[src/rtl/cpsp_pkg.sv]
package cpsp_pkg;

  localparam int AMP_W    = 16;
  localparam int AMP_FRAC = 12;
  localparam int PAN_W    = 18;
  // clamped pan 0..1.0 needs one bit above the Q16 fraction
  localparam int PAN_VW   = 17;
  localparam int PAN_FRAC = 16;
  localparam logic [PAN_VW-1:0] PAN_ONE = 17'h10000;

  localparam int PERIOD_W = 16;
  localparam logic [PERIOD_W-1:0] PERIOD_RESET = 16'd44;

  // sequencing strobes from the control FSM to each channel
  typedef struct packed {
    logic gain_lin;
    logic sqrt_start;
    logic sqrt_step;
    logic gain_sqrt;
    logic kmul_start;
    logic kmul_step;
    logic smul_start;
    logic smul_step;
  } cpsp_ctrl_t;

endpackage

[src/rtl/cpsp_in_if.sv]
interface cpsp_in_if #(
  parameter int SAMPLE_WIDTH = 16
);
  logic                                valid;
  logic                                ready;
  logic signed [SAMPLE_WIDTH-1:0]      sample;
  logic        [cpsp_pkg::AMP_W-1:0]   amplitude;
  logic signed [cpsp_pkg::PAN_W-1:0]   pan_pos;
  logic                                linear_mode;

  modport source (output valid, output sample, output amplitude, output pan_pos,
                  output linear_mode, input ready);
  modport sink   (input valid, input sample, input amplitude, input pan_pos,
                  input linear_mode, output ready);
endinterface

[src/rtl/cpsp_out_if.sv]
interface cpsp_out_if #(
  parameter int SAMPLE_WIDTH = 16
);
  logic                           valid;
  logic                           ready;
  logic signed [SAMPLE_WIDTH-1:0] left_out;
  logic signed [SAMPLE_WIDTH-1:0] right_out;

  modport source (output valid, output left_out, output right_out, input ready);
  modport sink   (input valid, input left_out, input right_out, output ready);
endinterface

[src/rtl/cpsp_cfg_if.sv]
interface cpsp_cfg_if;
  logic                            valid;
  logic                            ready;
  logic [cpsp_pkg::PERIOD_W-1:0]   update_period;

  modport source (output valid, output update_period, input ready);
  modport sink   (input valid, input update_period, output ready);
endinterface

[src/rtl/cpsp_isqrt.sv]
module cpsp_isqrt #(
  parameter int ROOT_W = 17
) (
  input  logic                  clk,
  input  logic                  start,
  input  logic                  step,
  input  logic [2*ROOT_W-1:0]   x,
  output logic [ROOT_W-1:0]     root
);
  // restoring square root, one root bit (two radicand bits) per step

  logic [2*ROOT_W-1:0] xs;
  logic [ROOT_W+1:0]   rem;
  logic [ROOT_W+3:0]   cur;
  logic [ROOT_W+3:0]   trial;
  logic [ROOT_W+3:0]   diff;
  logic                fits;

  assign cur   = {rem, xs[2*ROOT_W-1 -: 2]};
  assign trial = {2'b00, root, 2'b01};
  assign diff  = cur - trial;
  assign fits  = (cur >= trial);

  always_ff @(posedge clk) begin
    if (start) begin
      xs   <= x;
      rem  <= '0;
      root <= '0;
    end else if (step) begin
      xs   <= {xs[2*ROOT_W-3:0], 2'b00};
      rem  <= fits ? diff[ROOT_W+1:0] : cur[ROOT_W+1:0];
      root <= {root[ROOT_W-2:0], fits};
    end
  end

endmodule

[src/rtl/cpsp_chan.sv]
module cpsp_chan #(
  parameter int SAMPLE_WIDTH   = 16,
  parameter int GAIN_FRAC_BITS = 16
) (
  input  logic                           clk,
  input  cpsp_pkg::cpsp_ctrl_t           ctrl,
  input  logic [cpsp_pkg::PAN_VW-1:0]    pan,
  input  logic [cpsp_pkg::AMP_W-1:0]     amp,
  input  logic [SAMPLE_WIDTH-1:0]        mag,
  input  logic                           neg,
  output logic [SAMPLE_WIDTH-1:0]        res
);
  import cpsp_pkg::*;

  localparam int G  = GAIN_FRAC_BITS;
  localparam int SW = SAMPLE_WIDTH;
  localparam int GW = G + 1;
  localparam int KW = AMP_W + GW;
  localparam int QW = KW + SW;
  localparam int SH = AMP_FRAC + G;
  localparam int RW = QW - SH;
  localparam int XW = 2 * GW;
  localparam logic [RW:0] LIM   = {{(RW+1-SW){1'b0}}, 1'b1, {(SW-1){1'b0}}};
  localparam logic [RW:0] LIM_P = LIM - {{RW{1'b0}}, 1'b1};

  logic [PAN_VW+G-1:0] lin_wide;
  logic [GW-1:0]       lin_gain;
  logic [XW-1:0]       sq_in;
  logic [GW-1:0]       root;
  logic [GW-1:0]       gain;
  logic [GW-1:0]       gain_next;
  logic [KW-1:0]       kp;
  logic [AMP_W:0]      ksum;
  logic [QW-1:0]       acc;
  logic [KW:0]         qsum;
  logic [RW:0]         rnd;
  logic [RW:0]         sat_p;
  logic [RW:0]         sat_n;
  logic [SW-1:0]       mag_n;

  assign lin_wide = {{G{1'b0}}, pan} << G;
  assign lin_gain = lin_wide[PAN_VW+G-1:PAN_FRAC];
  assign sq_in    = {{(XW-PAN_VW){1'b0}}, pan} << (2*G - PAN_FRAC);

  cpsp_isqrt #(.ROOT_W(GW)) u_sqrt (
    .clk   (clk),
    .start (ctrl.sqrt_start),
    .step  (ctrl.sqrt_step),
    .x     (sq_in),
    .root  (root)
  );

  always_comb begin
    gain_next = gain;
    if (ctrl.gain_lin) begin
      gain_next = lin_gain;
    end else if (ctrl.gain_sqrt) begin
      gain_next = root;
    end
  end

  // kp: amp * gain, shift-add over the gain bits held in its low end
  assign ksum = {1'b0, kp[KW-1:GW]} + (kp[0] ? {1'b0, amp} : '0);
  // acc: |sample| * kp, shift-add over the sample bits
  assign qsum = {1'b0, acc[QW-1:SW]} + (acc[0] ? {1'b0, kp} : '0);

  always_ff @(posedge clk) begin
    gain <= gain_next;
    if (ctrl.kmul_start) begin
      kp <= {{AMP_W{1'b0}}, gain_next};
    end else if (ctrl.kmul_step) begin
      kp <= {ksum, kp[GW-1:1]};
    end
    if (ctrl.smul_start) begin
      acc <= {{KW{1'b0}}, mag};
    end else if (ctrl.smul_step) begin
      acc <= {qsum, acc[SW-1:1]};
    end
  end

  // round magnitude half away from zero, then saturate by sign
  assign rnd   = {1'b0, acc[QW-1:SH]} + {{RW{1'b0}}, acc[SH-1]};
  assign sat_p = (rnd > LIM_P) ? LIM_P : rnd;
  assign sat_n = (rnd > LIM) ? LIM : rnd;
  assign mag_n = sat_n[SW-1:0];
  assign res   = neg ? (~mag_n + {{(SW-1){1'b0}}, 1'b1}) : sat_p[SW-1:0];

endmodule

[src/rtl/constant_power_stereo_panner.sv]
// Mono-to-stereo panner with constant-power or linear pan law.
// in_ch  : valid/ready transfer of one sample with amplitude (Q4.12),
//          pan position (Q16, clamped to 0..1.0) and a linear-mode flag.
// out_ch : valid/ready transfer of the left/right pair, saturated.
// cfg    : always ready; a transfer writes update_period (reset 44). Write it
//          only while no sample is in flight.
// Control inputs are taken on the first sample and then every update_period
// samples; gains are recomputed only when the clamped pan has moved.
// One sample at a time. The |sample| x (amp*gain) product is bit-serial, one
// sample bit per cycle. An update first runs the serial amp*gain product; a
// new constant-power pan runs the bit-pair serial square root before that.
// A finished pair sits in the output register; the next sample is accepted
// meanwhile, and the block holds its following result until out_ch drains.
// Reset (synchronous) empties the output and forces an update on the next
// sample.
module constant_power_stereo_panner #(
  parameter int SAMPLE_WIDTH   = 16,
  parameter int GAIN_FRAC_BITS = 16
) (
  input  logic          clk,
  input  logic          rst,
  cpsp_in_if.sink       in_ch,
  cpsp_out_if.source    out_ch,
  cpsp_cfg_if.sink      cfg
);
  import cpsp_pkg::*;

  localparam int SW    = SAMPLE_WIDTH;
  localparam int STEPS = (GAIN_FRAC_BITS + 1 > SW) ? GAIN_FRAC_BITS + 1 : SW;
  localparam int CNT_W = $clog2(STEPS);
  localparam logic [CNT_W-1:0] G_LAST = CNT_W'(GAIN_FRAC_BITS);
  localparam logic [CNT_W-1:0] S_LAST = CNT_W'(SW - 1);

  localparam logic [2:0] S_IDLE  = 3'd0;
  localparam logic [2:0] S_SQRT  = 3'd1;
  localparam logic [2:0] S_SQFIN = 3'd2;
  localparam logic [2:0] S_KMUL  = 3'd3;
  localparam logic [2:0] S_SMUL  = 3'd4;
  localparam logic [2:0] S_DONE  = 3'd5;

  logic [2:0]          state;
  logic [CNT_W-1:0]    cnt;
  logic [PERIOD_W-1:0] update_period;
  logic [PERIOD_W-1:0] countdown;
  logic                prev_ok;
  logic [PAN_VW-1:0]   prev_pan;
  logic [AMP_W-1:0]    held_amp;
  logic                neg;
  logic                out_valid;

  logic                accept;
  logic                upd;
  logic                pan_new;
  logic                out_free;
  logic [PAN_VW-1:0]   pan_clamp;
  logic [PAN_VW-1:0]   pan_right;
  logic [SW-1:0]       mag;
  logic [SW-1:0]       res_l;
  logic [SW-1:0]       res_r;
  cpsp_ctrl_t          ctrl;

  assign in_ch.ready  = (state == S_IDLE);
  assign cfg.ready    = 1'b1;
  assign out_ch.valid = out_valid;

  assign accept   = in_ch.valid && in_ch.ready;
  assign upd      = (countdown <= {{(PERIOD_W-1){1'b0}}, 1'b1});
  assign out_free = !out_valid || out_ch.ready;

  always_comb begin
    if (in_ch.pan_pos[PAN_W-1]) begin
      pan_clamp = '0;
    end else if (in_ch.pan_pos[PAN_VW-1:0] > PAN_ONE) begin
      pan_clamp = PAN_ONE;
    end else begin
      pan_clamp = in_ch.pan_pos[PAN_VW-1:0];
    end
  end

  assign pan_right = PAN_ONE - pan_clamp;
  assign pan_new   = !prev_ok || (pan_clamp != prev_pan);
  assign mag       = in_ch.sample[SW-1] ? (~in_ch.sample + {{(SW-1){1'b0}}, 1'b1})
                                        : in_ch.sample;

  always_comb begin
    ctrl = '0;
    case (state)
      S_IDLE: begin
        if (accept) begin
          ctrl.smul_start = 1'b1;
          if (upd) begin
            if (pan_new && !in_ch.linear_mode) begin
              ctrl.sqrt_start = 1'b1;
            end else begin
              ctrl.gain_lin   = pan_new;
              ctrl.kmul_start = 1'b1;
            end
          end
        end
      end
      S_SQRT: begin
        ctrl.sqrt_step = 1'b1;
      end
      S_SQFIN: begin
        ctrl.gain_sqrt  = 1'b1;
        ctrl.kmul_start = 1'b1;
      end
      S_KMUL: begin
        ctrl.kmul_step = 1'b1;
      end
      S_SMUL: begin
        ctrl.smul_step = 1'b1;
      end
      default: begin
        ctrl = '0;
      end
    endcase
  end

  cpsp_chan #(.SAMPLE_WIDTH(SW), .GAIN_FRAC_BITS(GAIN_FRAC_BITS)) u_left (
    .clk  (clk),
    .ctrl (ctrl),
    .pan  (pan_clamp),
    .amp  (held_amp),
    .mag  (mag),
    .neg  (neg),
    .res  (res_l)
  );

  cpsp_chan #(.SAMPLE_WIDTH(SW), .GAIN_FRAC_BITS(GAIN_FRAC_BITS)) u_right (
    .clk  (clk),
    .ctrl (ctrl),
    .pan  (pan_right),
    .amp  (held_amp),
    .mag  (mag),
    .neg  (neg),
    .res  (res_r)
  );

  always_ff @(posedge clk) begin
    if (rst) begin
      state         <= S_IDLE;
      cnt           <= '0;
      update_period <= PERIOD_RESET;
      countdown     <= '0;
      prev_ok       <= 1'b0;
      out_valid     <= 1'b0;
    end else begin
      if (cfg.valid) begin
        update_period <= cfg.update_period;
      end

      if (state == S_DONE && out_free) begin
        out_valid <= 1'b1;
      end else if (out_ch.ready) begin
        out_valid <= 1'b0;
      end

      case (state)
        S_IDLE: begin
          cnt <= '0;
          if (accept) begin
            countdown <= upd ? update_period : countdown - {{(PERIOD_W-1){1'b0}}, 1'b1};
            if (upd) begin
              prev_ok <= 1'b1;
              state   <= (pan_new && !in_ch.linear_mode) ? S_SQRT : S_KMUL;
            end else begin
              state <= S_SMUL;
            end
          end
        end
        S_SQRT: begin
          if (cnt == G_LAST) begin
            cnt   <= '0;
            state <= S_SQFIN;
          end else begin
            cnt <= cnt + 1'b1;
          end
        end
        S_SQFIN: begin
          state <= S_KMUL;
        end
        S_KMUL: begin
          if (cnt == G_LAST) begin
            cnt   <= '0;
            state <= S_SMUL;
          end else begin
            cnt <= cnt + 1'b1;
          end
        end
        S_SMUL: begin
          if (cnt == S_LAST) begin
            cnt   <= '0;
            state <= S_DONE;
          end else begin
            cnt <= cnt + 1'b1;
          end
        end
        S_DONE: begin
          if (out_free) begin
            state <= S_IDLE;
          end
        end
        default: begin
          state <= S_IDLE;
        end
      endcase
    end
  end

  // payload registers
  always_ff @(posedge clk) begin
    if (accept) begin
      neg <= in_ch.sample[SW-1];
      if (upd) begin
        held_amp <= in_ch.amplitude;
        prev_pan <= pan_clamp;
      end
    end
    if (state == S_DONE && out_free) begin
      out_ch.left_out  <= res_l;
      out_ch.right_out <= res_r;
    end
  end

`ifndef SYNTHESIS
  a_busy_after_accept: assert property (@(posedge clk) disable iff (rst)
    accept |=> !in_ch.ready)
    else $error("input ready while a sample is in flight");

  a_out_from_done: assert property (@(posedge clk) disable iff (rst)
    $rose(out_ch.valid) |-> $past(state) == S_DONE)
    else $error("output became valid without a finished sample");

  a_done_waits: assert property (@(posedge clk) disable iff (rst)
    (state == S_DONE && out_ch.valid && !out_ch.ready) |=> state == S_DONE)
    else $error("finished result dropped while output stalled");
`endif

endmodule
[src/flat_wrapper.sv]
// flat-port wrapper written by rule: the top's interface ports become plain ports
module constant_power_stereo_panner_flat import cpsp_pkg::*;
#(
  parameter int SAMPLE_WIDTH   = 16,
  parameter int GAIN_FRAC_BITS = 16
)
  (clk, rst, in_ch_valid, in_ch_sample, in_ch_amplitude, in_ch_pan_pos, in_ch_linear_mode, in_ch_ready, out_ch_valid, out_ch_left_out, out_ch_right_out, out_ch_ready, cfg_valid, cfg_update_period, cfg_ready);
  cpsp_in_if #(.SAMPLE_WIDTH(SAMPLE_WIDTH)) in_ch_i ();
  cpsp_out_if #(.SAMPLE_WIDTH(SAMPLE_WIDTH)) out_ch_i ();
  cpsp_cfg_if cfg_i ();
  input  logic clk;
  input  logic rst;
  input wire logic [$bits(in_ch_i.valid)-1:0] in_ch_valid;
  input wire logic [$bits(in_ch_i.sample)-1:0] in_ch_sample;
  input wire logic [$bits(in_ch_i.amplitude)-1:0] in_ch_amplitude;
  input wire logic [$bits(in_ch_i.pan_pos)-1:0] in_ch_pan_pos;
  input wire logic [$bits(in_ch_i.linear_mode)-1:0] in_ch_linear_mode;
  output wire logic [$bits(in_ch_i.ready)-1:0] in_ch_ready;
  output wire logic [$bits(out_ch_i.valid)-1:0] out_ch_valid;
  output wire logic [$bits(out_ch_i.left_out)-1:0] out_ch_left_out;
  output wire logic [$bits(out_ch_i.right_out)-1:0] out_ch_right_out;
  input wire logic [$bits(out_ch_i.ready)-1:0] out_ch_ready;
  input wire logic [$bits(cfg_i.valid)-1:0] cfg_valid;
  input wire logic [$bits(cfg_i.update_period)-1:0] cfg_update_period;
  output wire logic [$bits(cfg_i.ready)-1:0] cfg_ready;
  assign in_ch_i.valid = in_ch_valid;
  assign in_ch_i.sample = in_ch_sample;
  assign in_ch_i.amplitude = in_ch_amplitude;
  assign in_ch_i.pan_pos = in_ch_pan_pos;
  assign in_ch_i.linear_mode = in_ch_linear_mode;
  assign in_ch_ready = in_ch_i.ready;
  assign out_ch_valid = out_ch_i.valid;
  assign out_ch_left_out = out_ch_i.left_out;
  assign out_ch_right_out = out_ch_i.right_out;
  assign out_ch_i.ready = out_ch_ready;
  assign cfg_i.valid = cfg_valid;
  assign cfg_i.update_period = cfg_update_period;
  assign cfg_ready = cfg_i.ready;
  constant_power_stereo_panner #(.SAMPLE_WIDTH(SAMPLE_WIDTH), .GAIN_FRAC_BITS(GAIN_FRAC_BITS)) u_core (.clk(clk), .rst(rst), .in_ch(in_ch_i), .out_ch(out_ch_i), .cfg(cfg_i));
endmodule
[config.mk]
export PLATFORM = sky130hd
export DESIGN_NAME = constant_power_stereo_panner_flat
export DESIGN_NICKNAME = d
export VERILOG_FILES = /design/src/rtl/cpsp_pkg.sv /design/src/rtl/cpsp_in_if.sv /design/src/rtl/cpsp_out_if.sv /design/src/rtl/cpsp_cfg_if.sv /design/src/rtl/cpsp_isqrt.sv /design/src/rtl/cpsp_chan.sv /design/src/rtl/constant_power_stereo_panner.sv /design/src/flat_wrapper.sv
export SDC_FILE = /design/constraint.sdc
export NUM_CORES = 1
export LEC_CHECK = 0
export ABC_AREA = 1
export BUFFER_PORTS_ARGS = -buffer_cell sky130_fd_sc_hd__buf_2
export CAP_MARGIN = 10
export CORE_MARGIN = 2
export CORE_UTILIZATION = 50
export CTS_CLUSTER_SIZE = 28
export DETAILED_ROUTE_END_ITERATION = 6
export PLACE_DENSITY = 0.66
export SLEW_MARGIN = 20
export SYNTH_ARGS = -nofsm -noshare
export SYNTH_HDL_FRONTEND = slang
export SYNTH_HIERARCHICAL = 1
export SYNTH_SLANG_ARGS = --single-unit
[constraint.sdc]
create_clock -name clk -period 5.3 [get_ports clk]
set_input_delay 0.265 -clock clk [delete_from_list [all_inputs] [get_ports clk]]
set_output_delay 0.265 -clock clk [all_outputs]
set_load 0.01 [all_outputs]
==> key figures <==
Timing
  • Final hold slack: about 42 ps
  • Final Hold Fails: 0
  • Post-route setup TNS: 0 ps
  • Fin worst setup slack: 1430 ps
  • Worst slew pin tran: about 1000 ps
  • Fmax: roughly 260 MHz
  • Max Slew Vio Count: 0
  • Clock Skews: 16.4 ps
  • Max_slew headroom: 0.325
  • Setup violations, final: 0
  • RSZ-0062 raised after global routing: false
  • Final period util: 0.729
  • Min Tclk post-route: around 3900 ps

Clock tree
  • H-tree Lvls: 2
  • Hold_buf cts: 34
  • Clk_lat worst skew: between 600 and 700 ps
  • CTS Root Cell: clkbuf_16
  • Post-CTS setup buffers: 0
  • CTS Buf Count: 51
  • Clock Tree Buf Depth: 3
  • Clock slew at reported path FFs: approximately 60 ps
  • Post-CTS Resized: 0
  • TritonCTS clock tree: yes
  • Clk sink count: between 400 and 500

Worst setup path
  • Top delay family on crit path: simple AND/OR/NAND/NOR gates
  • Top cell by count, worst path: nand2_1
  • CP required: about 5700 ps
  • CP Max Fanout: 11
  • CP endpoint kind: register
  • CP max-delay cell: o21ai_2
  • Critical Path Start: u_core/u_left/acc[27]
  • Arrival time at the worst endpoint: ~4200 ps
  • Crit path cell chain: ha_1 > nand3_2 > nor2_4 > nand2_1 > nand2_1 > nand2_1 > nor2_1 > nand3_1 > o21ai_2 > nand2_1 > inv_2 > nand2_1 > ha_1 > nand2_2 > nor2_1 > nand2_1 > nand2_1 > nand3_1 > nand2_1
  • Critical Setup Path Class: register to register
  • CP Launch Type: register
  • CP max stage delay: 490 ps
  • WP buf/inv: 1
  • RR Startpoint: u_core/u_left/acc[27]

Cells and area
  • Final Cell Area: approximately 33000 µm²
  • P&R area growth vs syn: 11.1%
  • Layout cell share with drive strength beyond 1: 0.0984
  • # diodes: 0
  • Layout net count: 4573

Floorplanning
  • Starting density of the core: 0.506
  • # IOs: around 110
  • Die area: a little over 60000 µm²
  • Core area: about 59000 µm²
  • Die X: approximately 250 µm
  • # rows: between 80 and 90
  • Die H: between 200 and 250 µm

Global route
  • GRT overflow: 0
  • Vias in the first global route: 24.9k
  • Global-route wire length before repair: around 130 mm
  • Pin count of the biggest net entering global routing: 70
  • All-Layer GR Usage: 0.243
  • Initial antenna violation count: 1

Route
  • 1st-pass router iterations: 7
  • Vias per std cell: between 5 and 6
  • DR DRC count: 10
  • Met1 wire length: roughly 38 mm
  • Max Used Layer: met4
  • Avg WL per Cell: around 15 µm
  • Met3 wire len: 3.75 mm
  • Initial DRC Count: ~1.9k
  • Antenna-violating nets left: 0
  • Vias: roughly 27k
  • WL met2: between 30 and 40 mm
  • Final wirelength: ~76 mm

Synthesis
  • Cell Area, Synth: about 30000 µm²
  • Post-Synth XOR/XNOR Area: 0.0299
  • Synth Register Bits: 446
  • FFs w/ async S/R, synth: 0
  • Synth warnings: 6
  • Number of library cell types mapped by synthesis: 62
  • Cells after synthesis: around 4.2k
  • Number of synthesized flops with an enable pin: 200
  • Largest family of logic cells by synthesized area: simple AND/OR/NAND/NOR gates
  • Top FF cell, synth: dfxtp_1
  • Post-synthesis simple-gate area fraction: 0.299
  • Mux share of post-synthesis cell area: 0
  • Sequential area share after synthesis: 0.365
  • Synthesized area per cell: slightly above 7 µm²
  • Post-synthesis compound-gate area fraction: 0.136
  • Adder-cell share of the synthesized area: 0.0654

Placement
  • PortBufs: ~110
  • Place WS: between 1000 and 1500 ps
  • Detail Placement HPWL: ~57 mm
  • Placed Area: between 30000 and 40000 µm²
  • GPL Wtd Cong: about 0.9

Outcome
  • Status: complete, but fails checks
  • Violated checks: design-rule violations

Power
  • Total power draw: 20.6 mW
  • Cell leakage power: 16.3 nW
  • PwrDens: between 600 and 700 nW/µm²
  • Peak supply drop: 0.291 mV

Hold path
  • Hold Crit Class: input pin to register
  • Hold path startpoint: cfg_valid

Run
  • Max Cap Violations: 0
==> cell families after synthesis <==
group	count (synthesis)
AO/OA/AOI/OAI	678
AND/OR/NAND/NOR	2054
XOR/XNOR	102
other	3
buffers and inverters	791
flip-flops	446
adder cells (fa/ha/maj)	154
==> cells in the final DEF, fill, tap and decap left out, types with 53 or more instances in the layout <==
cell / Yosys / routed
inv_1: 619 / 619
nand3_1: 198 / 198
nor2_1: 386 / 379
buf_2: 16 / 105
a31oi_1: 53 / 53
o211ai_1: 65 / 65
nand2_1: 1210 / 1208
ha_1: 150 / 150
a21oi_1: 221 / 221
dfxtp_1: 246 / 246
xor2_1: 83 / 83
o21ai_0: 204 / 203
edfxtp_1: 200 / 200
nand4_1: 71 / 71
==> synthesized netlist by cell type, types with 11 or more instances <==
master       n  area [µm²]
a211oi_1    11        82.6
a21oi_1    221        1110
a31oi_1     53         332
buf_2       16        80.1
clkbuf_1    86         323
clkinv_1    13        48.8
dfxtp_1    246        4920
edfxtp_1   200        6010
ha_1       150        1880
inv_1      619        2320
inv_2       33         124
nand2_1   1210        4540
nand2_2     31         194
nand3_1    198         991
nand3_2     46         460
nand4_1     71         444
nor2_1     386        1450
nor2_2      23         144
nor2_4      11         124
nor3_1      20         100
o211ai_1    65         488
o21ai_0    204        1020
o21bai_1    16         120
o22ai_1     33         206
or2_2       18         113
xnor2_1     19         166
xor2_1      83         727
==> metal layers <==
layer,up-vias,GRT usage
li1,13967,-
met1,12237,0.350
met2,582,0.389
met3,91,0.0279
met4,0,0.0571
met5,-,0
==> registers in the layout (all words and copies together), names as in the netlist <==
| register | cells |
|---|---|
| u_core/update_period | 16 |
| u_core/u_right/u_sqrt/root | 17 |
| u_core/u_left/u_sqrt/rem | 19 |
| u_core/u_right/kp | 33 |
| u_core/state | 3 |
| u_core/out_ch.left_out | 16 |
| u_core/u_left/kp | 33 |
| u_core/u_right/gain | 17 |
| u_core/prev_pan | 17 |
| u_core/neg | 1 |
| u_core/prev_ok | 1 |
| u_core/countdown | 16 |
| u_core/u_right/acc | 49 |
| u_core/u_right/u_sqrt/rem | 19 |
| u_core/out_ch.right_out | 16 |
| u_core/cnt | 5 |
| u_core/u_left/acc | 49 |
| u_core/u_left/u_sqrt/root | 17 |
| u_core/out_ch.valid | 1 |
| u_core/u_left/u_sqrt/xs | 34 |
| u_core/u_right/u_sqrt/xs | 34 |
| u_core/u_left/gain | 17 |
| u_core/held_amp | 16 |
==> stage by stage <==
step / utilization / std cells
2_1_floorplan: - / 4260
3_3_place_gp: 0.527 / 5033
3_5_place_dp: 0.527 / 5033
4_1_cts: 0.562 / 5163
5_1_grt: 0.562 / 5163
6_report: 0.562 / 5163
==> final timing paths <==
check        cells past startpoint                    endpoint  slack (ps)
max reg2reg                     19  u_core/out_ch.left_out[14]        1430
min reg2reg                      2     u_core/update_period[3]         460
min                              2     u_core/update_period[3]          40
max                             19  u_core/out_ch.left_out[14]        1430
==> report_power, final <==
group          switching (mW)  internal [mW]
Combinational            7.29           3.63
Sequential              0.828           5.21
Clock                    1.53           2.14
Total                    9.64           11.0
==> area by class of cell <==
| type | count | area (µm²) |
|---|---|---|
| inverter | 665 | 2500 |
| clock buffer | 65 | 1400 |
| tap | 773 | 967 |
| fill | 5695 | 25900 |
| timing repair buffer | 160 | 1020 |
| clock inverter | 31 | 338 |
| sequential | 446 | 10900 |
| multi-input combinational | 3023 | 16100 |
No activity file was read; power rests on OpenSTA's default activity.
